--- src/sv/cwca_pkg.sv ---
// Shared types, constants and the Gaussian weight table of the column activation block.
package cwca_pkg;

	localparam int MAX_WIDTH    = 1024;
	localparam int MAX_HEIGHT   = 1024;
	localparam int WEIGHT_TAPS  = 8;

	localparam int PIX_W        = 16;
	localparam int CFG_W        = 11;
	localparam int COL_W        = 10;
	localparam int ROW_W        = 10;
	localparam int RADIUS_W     = 8;
	localparam int WSUM_W       = 36;
	localparam int WTOT_W       = 24;
	localparam int SCORE_W      = 27;
	localparam int TAP_IDX_W    = 3;
	localparam int TAN_W        = 30;
	localparam int PROD_W       = ROW_W + TAN_W;
	localparam int DIV_STEPS    = 16;
	localparam int DIV_CNT_W    = 5;

	// tan(7.5 degrees) in Q0.32.
	localparam logic [TAN_W-1:0] TAN_Q32 = 30'd565443172;

	localparam logic [CFG_W-1:0] MAX_WIDTH_C  = CFG_W'(MAX_WIDTH);
	localparam logic [CFG_W-1:0] MAX_HEIGHT_C = CFG_W'(MAX_HEIGHT);

	// Configuration register indexes.
	localparam logic [1:0] REG_IMAGE_WIDTH    = 2'd0;
	localparam logic [1:0] REG_IMAGE_HEIGHT   = 2'd1;
	localparam logic [1:0] REG_START_X        = 2'd2;
	localparam logic [1:0] REG_SCAN_DIRECTION = 2'd3;

	// Commands from the controller to the datapath.
	typedef struct packed {
		logic pixel_en;
		logic div_load;
		logic finish;
	} cwca_cmd_t;

	// Status from the datapath to the controller.
	typedef struct packed {
		logic row_end;
		logic div_done;
		logic frame_end;
		logic out_free;
		logic cfg_guard;
	} cwca_status_t;

	// exp(-d*d/2.25) in Q0.16, the centre tap saturated.
	function automatic logic [PIX_W-1:0] weight_of(input logic [TAP_IDX_W-1:0] d);
		logic [PIX_W-1:0] w;
		case (d)
			3'd0:    w = 16'd65535;
			3'd1:    w = 16'd42020;
			3'd2:    w = 16'd11076;
			3'd3:    w = 16'd1200;
			3'd4:    w = 16'd53;
			3'd5:    w = 16'd1;
			default: w = 16'd0;
		endcase
		return w;
	endfunction

	// Size register as used: zero acts as one, anything above the maximum as the maximum.
	function automatic logic [CFG_W-1:0] eff_size(input logic [CFG_W-1:0] v,
			input logic [CFG_W-1:0] maxv);
		logic [CFG_W-1:0] r;
		if (v == '0) begin
			r = CFG_W'(1);
		end else if (v > maxv) begin
			r = maxv;
		end else begin
			r = v;
		end
		return r;
	endfunction

endpackage

--- src/sv/cone_weighted_column_activation.sv ---
// Top level of the cone-weighted column activation block.
// Usage: pixels of an activation map arrive one request at a time on the s_ channel, row-major,
// each an unsigned Q1.15 value. A row's pixels near start_x are weighted by a Gaussian
// table inside a cone whose half-width grows with the row's distance from the start edge.
// After the last pixel of a row the input holds tready low while the controller hands the
// sums to the divider, runs the one-bit-per-cycle divider (16 steps, then a flag that the
// quotient is ready), folds the mean into the frame sum and waits while the cone radius
// register settles for the next row.
// After the last row the frame score is loaded into the output register and offered on the
// m_ channel the cycle after the row closes. The register frees the input side: the next
// frame streams in while the score waits, and only a second frame end blocks until the
// receiver has taken the first score.
// Configuration writes take effect at once; the input is held off in the cycle after each
// so that the cone radius reflects the new values.
// Reset clears the counters, sums and output valid flag (not the held score) and restores the register defaults
// (width 320, height 240, centre 160, downward scan).
module cone_weighted_column_activation
	import cwca_pkg::*;
(
	input  logic              clk,
	input  logic              arst_n,
	input  logic              cfg_we,
	input  logic [1:0]        cfg_addr,
	input  logic [CFG_W-1:0]  cfg_wdata,
	input  logic              s_tvalid,
	output logic              s_tready,
	input  logic [15:0]       s_tdata,   // pixel_value [15:0]
	output logic              m_tvalid,
	input  logic              m_tready,
	output logic [31:0]       m_tdata    // frame_score [26:0], zeros above
);

	cwca_cmd_t          cmd;
	cwca_status_t       status;
	logic [SCORE_W-1:0] score;

	// The controller owns the handshake on the input side.
	cwca_ctrl u_ctrl (
		.clk      (clk),
		.arst_n   (arst_n),
		.in_valid (s_tvalid),
		.in_ready (s_tready),
		.status   (status),
		.cmd      (cmd)
	);

	// The datapath holds all arithmetic and the output register.
	cwca_datapath u_dp (
		.clk         (clk),
		.arst_n      (arst_n),
		.cfg_we      (cfg_we),
		.cfg_addr    (cfg_addr),
		.cfg_wdata   (cfg_wdata),
		.pixel_value (s_tdata),
		.out_ready   (m_tready),
		.out_valid   (m_tvalid),
		.frame_score (score),
		.cmd         (cmd),
		.status      (status)
	);

	assign m_tdata = {(32 - SCORE_W)'(0), score};

endmodule

--- src/sv/cwca_div.sv ---
// Restoring divider, one quotient bit per cycle, for the per-row weighted mean.
module cwca_div
	import cwca_pkg::*;
(
	input  logic                clk,
	input  logic                arst_n,
	input  logic                load,
	input  logic [WSUM_W-1:0]   dividend,
	input  logic [WTOT_W-1:0]   divisor,
	output logic                done,
	output logic [PIX_W-1:0]    quotient
);

	logic [WTOT_W-1:0]    rem_q;
	logic [PIX_W-1:0]     shift_q;
	logic [WTOT_W-1:0]    dsr_q;
	logic                 zero_q;
	logic [DIV_CNT_W-1:0] cnt_q;
	logic                 busy_q;
	logic                 done_q;

	logic [WTOT_W:0]      trial;
	logic                 fits;

	// The mean never exceeds the largest pixel, so the upper dividend bits stay below the divisor.
	assign trial = {rem_q, shift_q[PIX_W-1]};
	assign fits  = trial >= {1'b0, dsr_q};

	always_ff @(posedge clk or negedge arst_n) begin
		if (!arst_n) begin
			busy_q <= 1'b0;
			done_q <= 1'b0;
			cnt_q  <= '0;
		end else begin
			done_q <= 1'b0;
			if (load) begin
				busy_q <= 1'b1;
				cnt_q  <= DIV_CNT_W'(DIV_STEPS);
			end else if (busy_q) begin
				cnt_q <= cnt_q - DIV_CNT_W'(1);
				if (cnt_q == DIV_CNT_W'(1)) begin
					busy_q <= 1'b0;
					done_q <= 1'b1;
				end
			end
		end
	end

	always_ff @(posedge clk) begin
		if (load) begin
			rem_q   <= WTOT_W'(dividend[WSUM_W-1:PIX_W]);
			shift_q <= dividend[PIX_W-1:0];
			dsr_q   <= divisor;
			zero_q  <= divisor == '0;
		end else if (busy_q) begin
			rem_q   <= fits ? WTOT_W'(trial - {1'b0, dsr_q}) : trial[WTOT_W-1:0];
			shift_q <= {shift_q[PIX_W-2:0], fits};
		end
	end

	assign done     = done_q;
	assign quotient = zero_q ? '0 : shift_q;

endmodule

--- src/sv/cwca_datapath.sv ---
// Datapath: configuration registers, cone radius, row accumulators, divider and result register.
module cwca_datapath
	import cwca_pkg::*;
(
	input  logic                 clk,
	input  logic                 arst_n,
	input  logic                 cfg_we,
	input  logic [1:0]           cfg_addr,
	input  logic [CFG_W-1:0]     cfg_wdata,
	input  logic [PIX_W-1:0]     pixel_value,
	input  logic                 out_ready,
	output logic                 out_valid,
	output logic [SCORE_W-1:0]   frame_score,
	input  cwca_cmd_t            cmd,
	output cwca_status_t         status
);

	logic [CFG_W-1:0]    width_q;
	logic [CFG_W-1:0]    height_q;
	logic [COL_W-1:0]    start_x_q;
	logic                scan_dir_q;
	logic                guard_q;

	logic [COL_W-1:0]    column_count_q;
	logic [ROW_W-1:0]    row_count_q;
	logic [RADIUS_W-1:0] cone_radius_q;
	logic [WSUM_W-1:0]   wsum_q;
	logic [WTOT_W-1:0]   wtot_q;
	logic [SCORE_W-1:0]  row_mean_sum_q;
	logic [PIX_W-1:0]    excluded_mean_q;
	logic                out_valid_q;
	logic [SCORE_W-1:0]  score_q;

	logic [CFG_W-1:0]    w_eff;
	logic [CFG_W-1:0]    h_eff;
	logic [ROW_W-1:0]    dist_k;
	logic [PROD_W-1:0]   prod;
	logic [RADIUS_W:0]   radius_raw;
	logic [COL_W-1:0]    d;
	logic [PIX_W-1:0]    weight;
	logic [2*PIX_W-1:0]  wprod;
	logic                div_done;
	logic [PIX_W-1:0]    mean;
	logic [SCORE_W-1:0]  new_sum;
	logic [PIX_W-1:0]    new_excluded;
	logic [PIX_W-1:0]    last_mean;
	logic [SCORE_W:0]    total;

	assign w_eff = eff_size(width_q, MAX_WIDTH_C);
	assign h_eff = eff_size(height_q, MAX_HEIGHT_C);

	always_comb begin
		if (!scan_dir_q) begin
			dist_k = row_count_q;
		end else if (CFG_W'(row_count_q) < h_eff) begin
			dist_k = ROW_W'(h_eff - CFG_W'(row_count_q) - CFG_W'(1));
		end else begin
			dist_k = '0;
		end
	end

	// Ceiling of k * tan(7.5 degrees).
	assign prod       = PROD_W'(dist_k) * PROD_W'(TAN_Q32);
	assign radius_raw = {1'b0, prod[PROD_W-1:32]} + (RADIUS_W+1)'(prod[31:0] != '0);

	assign d = (column_count_q >= start_x_q) ? column_count_q - start_x_q
		: start_x_q - column_count_q;

	always_comb begin
		weight = '0;
		if (d < COL_W'(WEIGHT_TAPS) && d <= COL_W'(cone_radius_q)) begin
			weight = weight_of(d[TAP_IDX_W-1:0]);
		end
	end

	// Full-width product of the tap weight and the pixel.
	assign wprod = weight * pixel_value;

	cwca_div u_div (
		.clk      (clk),
		.arst_n   (arst_n),
		.load     (cmd.div_load),
		.dividend (wsum_q),
		.divisor  (wtot_q),
		.done     (div_done),
		.quotient (mean)
	);

	assign new_sum      = row_mean_sum_q + SCORE_W'(mean);
	assign new_excluded = (scan_dir_q && row_count_q == '0) ? mean : excluded_mean_q;
	assign last_mean    = scan_dir_q ? new_excluded : mean;
	assign total        = {1'b0, new_sum} + (SCORE_W+1)'(last_mean);

	always_ff @(posedge clk or negedge arst_n) begin
		if (!arst_n) begin
			width_q         <= CFG_W'(320);
			height_q        <= CFG_W'(240);
			start_x_q       <= COL_W'(160);
			scan_dir_q      <= 1'b0;
			guard_q         <= 1'b0;
			column_count_q  <= '0;
			row_count_q     <= '0;
			cone_radius_q   <= '0;
			wsum_q          <= '0;
			wtot_q          <= '0;
			row_mean_sum_q  <= '0;
			excluded_mean_q <= '0;
			out_valid_q     <= 1'b0;
		end else begin
			// The radius register catches up with its inputs in the next cycle; the guard covers that cycle.
			guard_q       <= cfg_we | cmd.finish;
			cone_radius_q <= radius_raw[RADIUS_W] ? '1 : radius_raw[RADIUS_W-1:0];
			if (cfg_we) begin
				case (cfg_addr)
					REG_IMAGE_WIDTH:    width_q    <= cfg_wdata;
					REG_IMAGE_HEIGHT:   height_q   <= cfg_wdata;
					REG_START_X:        start_x_q  <= cfg_wdata[COL_W-1:0];
					REG_SCAN_DIRECTION: scan_dir_q <= cfg_wdata[0];
					default: ;
				endcase
			end
			if (cmd.pixel_en) begin
				wsum_q         <= wsum_q + WSUM_W'(wprod);
				wtot_q         <= wtot_q + WTOT_W'(weight);
				column_count_q <= status.row_end ? '0 : column_count_q + COL_W'(1);
			end else if (cmd.div_load) begin
				wsum_q <= '0;
				wtot_q <= '0;
			end
			if (out_valid_q && out_ready) begin
				out_valid_q <= 1'b0;
			end
			if (cmd.finish) begin
				if (status.frame_end) begin
					row_count_q     <= '0;
					row_mean_sum_q  <= '0;
					excluded_mean_q <= '0;
					out_valid_q     <= 1'b1;
				end else begin
					row_count_q     <= row_count_q + ROW_W'(1);
					row_mean_sum_q  <= new_sum;
					excluded_mean_q <= new_excluded;
				end
			end
		end
	end

	always_ff @(posedge clk) begin
		if (cmd.finish && status.frame_end) begin
			score_q <= total[SCORE_W:1];
		end
	end

	assign status.row_end   = (CFG_W'(column_count_q) + CFG_W'(1)) >= w_eff;
	assign status.frame_end = (CFG_W'(row_count_q) + CFG_W'(1)) >= h_eff;
	assign status.div_done  = div_done;
	assign status.out_free  = !out_valid_q || out_ready;
	assign status.cfg_guard = guard_q;

	assign out_valid   = out_valid_q;
	assign frame_score = score_q;

endmodule

--- src/sv/cwca_ctrl.sv ---
// Controller: sequences pixel intake, the per-row division and the row and frame close.
module cwca_ctrl
	import cwca_pkg::*;
(
	input  logic          clk,
	input  logic          arst_n,
	input  logic          in_valid,
	output logic          in_ready,
	input  cwca_status_t  status,
	output cwca_cmd_t     cmd
);

	typedef enum logic [3:0] {
		ST_RUN  = 4'b0001,
		ST_LOAD = 4'b0010,
		ST_DIV  = 4'b0100,
		ST_FIN  = 4'b1000
	} state_t;

	state_t state_q;
	state_t state_d;
	logic   accept;
	logic   fin_ok;

	assign in_ready = (state_q == ST_RUN) && !status.cfg_guard;
	assign accept   = in_ready && in_valid;
	assign fin_ok   = !status.frame_end || status.out_free;

	always_comb begin
		state_d = state_q;
		case (state_q)
			ST_RUN:  if (accept && status.row_end) state_d = ST_LOAD;
			ST_LOAD: state_d = ST_DIV;
			ST_DIV:  if (status.div_done) state_d = ST_FIN;
			ST_FIN:  if (fin_ok) state_d = ST_RUN;
			default: state_d = ST_RUN;
		endcase
	end

	always_ff @(posedge clk or negedge arst_n) begin
		if (!arst_n) begin
			state_q <= ST_RUN;
		end else begin
			state_q <= state_d;
		end
	end

	assign cmd.pixel_en = accept;
	assign cmd.div_load = state_q == ST_LOAD;
	assign cmd.finish   = (state_q == ST_FIN) && fin_ok;

endmodule
--- config.mk ---
export PLATFORM = sky130hd
export DESIGN_NAME = cone_weighted_column_activation
export DESIGN_NICKNAME = d
export VERILOG_FILES = /design/src/sv/cwca_pkg.sv /design/src/sv/cone_weighted_column_activation.sv /design/src/sv/cwca_div.sv /design/src/sv/cwca_datapath.sv /design/src/sv/cwca_ctrl.sv
export SDC_FILE = /design/constraint.sdc
export NUM_CORES = 2
export LEC_CHECK = 0
export BUFFER_PORTS_ARGS = -buffer_cell sky130_fd_sc_hd__buf_2
export CORE_ASPECT_RATIO = 1.75
export CORE_MARGIN = 10
export CORE_UTILIZATION = 42
export DETAILED_ROUTE_END_ITERATION = 8
export PLACE_DENSITY_LB_ADDON = 0.05
export SLEW_MARGIN = 5
export SYNTH_ARGS = -nofsm -noshare
export SYNTH_HDL_FRONTEND = slang
export SYNTH_HIERARCHICAL = 1
export SYNTH_SLANG_ARGS = --single-unit
--- constraint.sdc ---
create_clock -name clk -period 14.87 [get_ports clk]
set_clock_uncertainty 0.05 [all_clocks]
set_input_delay 2.2305 -clock clk [delete_from_list [all_inputs] [get_ports clk]]
set_output_delay 2.2305 -clock clk [all_outputs]
set_load 0.005 [all_outputs]
==> key figures <==
Synthesis
  – Mapped Cells: 3332
  – Yosys warns: 6
  – Leading post-synthesis cells by cell area: fa_1 20%, ha_1 14%, dfrtp_1 13%
  – Register area share after synthesis: 22.6%
  – Yosys reg bits: 269
  – Top cell type by total area after synthesis: fa_1
  – Post-synth EDFFs: 88
  – Synth top cells by count: 564 x inv_1, 357 x ha_1, 311 x fa_1
  – Share of the synthesized area in the top cell type: 19.7%
  – Cell Area, Synth: 31600 sq um
  – Synth cell types: 94
  – Ys async rst share: 65.8%
  – Syn avg cell area: 9.49 sq um
  – Count leader, synth: inv_1
  – Synth Flop Type: dfrtp_1

Global route
  – Vias in the first global route: 26300
  – Total gr overflow: 0
  – GRT Util Overall: 22.2%
  – Initial antenna violation count: 8
  – Pin count of the biggest net entering global routing: 69
  – First-pass GRT wire length: 150000 um

Route
  – Final Routed Wirelength: 95000 um
  – DRT antenna net count: 0
  – Wire per inst: 22.1 um
  – 1st-iter DRT viols: 1297
  – Vias/cell: 5.60
  – Vias: 24100
  – Pre-Repair DR Iteration Count: 5
  – DRC: 0

CTS
  – Postcts setup bufs: 0
  – CTS sink count: 269
  – Clock-pin slew on the worst setup and hold paths: 70 ps
  – Num CTS Buffers: 27
  – H-tree level count: 1
  – CTS tree: yes
  – CTS root buf: clkbuf_16
  – Clock Path Buffers: 3
  – Clk Latency, worst-skew pair: 600 ps
  – Post-CTS Hold Fix Bufs: 0
  – Resize count post-CTS: 0

STA
  – Period utilisation layout: 87.8%
  – Worst-margin pin slew: 1250 ps
  – Count of final setup violators: 0
  – Fin Setup TNS: 0 ps
  – RSZ-0062 raised after global routing: no
  – Max-slew headroom: 16.1%
  – Final Hold Vio Count: 0
  – Min Tclk post-route: 13050 ps
  – Slew Viols, Final: 0
  – Fmax: 76.6 MHz

Setup path
  – Crit path kind: reg2reg
  – Arrival @ worst endpoint: 13470 ps
  – Max stage delay on crit path: 950 ps
  – Worst setup SP type: flop
  – Crit path top cell by count: fa_1
  – Worst Setup End Kind: flop
  – Crit Path Max Fanout: 49
  – CP Data Required Time: 15280 ps
  – CP max-delay cell: nor3_4
  – R2r setup slk: 1820 ps

Outcome
  – Status: complete, no violations

Place
  – GP Congestion: 0.915
  – Area post-placement: 32900 sq um
  – Post-DP HPWL: 77400 um
  – I/O Buffers: 62
  – DP Cell Count: 4244

Floorplanning
  – Die Area: 87100 sq um
  – Die Y: 383 um
  – Die X: 227 um
  – Placeable Area: 74900 sq um
  – Starting density of the core: 42.2%
  – Core Rows: 133
  – # IOs: 68

Layout
  – Design Area, Final: 33800 sq um
  – Layout cell share with drive strength beyond 1: 7.91%
  – Final Non-Filler Cells: 4297
  – Nets@finish: 4030
  – Area Overhead vs Synth: 6.78%

Min path
  – Hold crit path type: reg2reg

Run
  – Max-cap violations: 0
## sequential cells by signal, indices dropped and copies added, names as in the netlist, 11 cells and up
register	count
u_dp/excluded_mean_q	16
u_dp/wtot_q	24
u_dp/u_div/shift_q	16
u_dp/u_div/dsr_q	24
u_dp/row_mean_sum_q	27
u_dp/frame_score	27
u_dp/wsum_q	36
u_dp/height_q	11
u_dp/width_q	11
u_dp/u_div/rem_q	24
## per-layer routing
layer  up-vias  wire length (um)  track usage, %  share of wire, %
met4         0              4640            10.5               4.9
met5         -                 0               0                 0
met1     12100             35000            23.5                37
met2       446             53100            43.3                56
li1      11400                 -               -                 -
met3       174              2250            1.43               2.4
## cells by family (layout without fill, tap and decap cells)
family,Yosys count,in the layout,synth area share [%]
AND/OR/NAND/NOR,807,807,13.6
buffers and inverters,704,717,8.62
adder cells (fa/ha/maj),668,668,33.8
AO/OA/AOI/OAI,618,618,13.4
flip-flops,269,269,22.6
XOR/XNOR,170,170,4.71
multiplexers,95,95,3.29
other,1,8,0.0119
## metrics by stage
stage / setup WS, ps / util, % / hold WS [ps]
5_1_grt: 934 / 45.1 / 462
3_3_place_gp: 2170 / 43.9 / 426
4_1_cts: 1820 / 45.1 / 452
2_1_floorplan: 4030 / - / 409
6_report: 1820 / 45.1 / 452
3_5_place_dp: 1810 / 43.9 / 435
## critical path, delay by kind of cell, from the launching register on
| family | cells | cell delay [ps] |
|---|---|---|
| mux | 1 | 270 |
| simple gates | 5 | 1620 |
| fa+ha+maj | 10 | 4530 |
| xor+xnor | 1 | 160 |
| flops | 1 | 440 |
| buf+inv | 8 | 1300 |
| compound gates | 17 | 4550 |
## placed cells by master (no fill, tap or decap), types with 26 or more instances in the layout
cell type,netlist,routed
nor3_1,33,33
a22o_1,26,26
nor2b_1,39,39
o31ai_1,31,31
o21ai_0,124,122
ha_1,357,356
dfrtp_1,168,168
a21oi_1,133,132
o21a_1,31,31
nand3_1,94,94
nand2_1,208,208
clkbuf_16,0,27
fa_1,311,311
inv_1,564,564
and2_1,35,34
nor2_1,126,124
and4_1,44,44
xnor2_1,108,107
mux2_2,72,72
edfxtp_1,88,88
buf_2,13,61
xor2_1,62,62
and3_1,64,64
a21o_1,56,56
buf_4,15,38
nand4_1,58,58
## layout make-up
type / instances / area (sq um)
tap: 945 / 1180
multi-input combinational: 2363 / 21800
clock inverter: 16 / 196
inverter: 567 / 2130
timing repair buffer: 100 / 604
fill: 7333 / 41100
antenna: 3 / 7.51
sequential: 269 / 7160
clock buffer: 34 / 702
## worst paths after layout
path,start,end,depth (start not counted)
hold / removal,u_dp/row_mean_sum_q[13]$_DFFE_PN0P_,u_dp/row_mean_sum_q[13]$_DFFE_PN0P_,2
min in group asynchronous,arst_n,u_dp/width_q[5]$_DFFE_PN0P_,1
setup / recovery,u_dp/column_count_q[0]$_DFFE_PN0P_,u_dp/wsum_q[33]$_DFFE_PN0P_,42
hold reg to reg,u_dp/row_mean_sum_q[13]$_DFFE_PN0P_,u_dp/row_mean_sum_q[13]$_DFFE_PN0P_,2
max in group asynchronous,arst_n,u_dp/wsum_q[1]$_DFFE_PN0P_,3
setup reg to reg,u_dp/column_count_q[0]$_DFFE_PN0P_,u_dp/wsum_q[33]$_DFFE_PN0P_,42
Power is left out: the tool's default activity adds up to more than one toggle a clock period on the data nets, which glitch-free logic cannot reach.
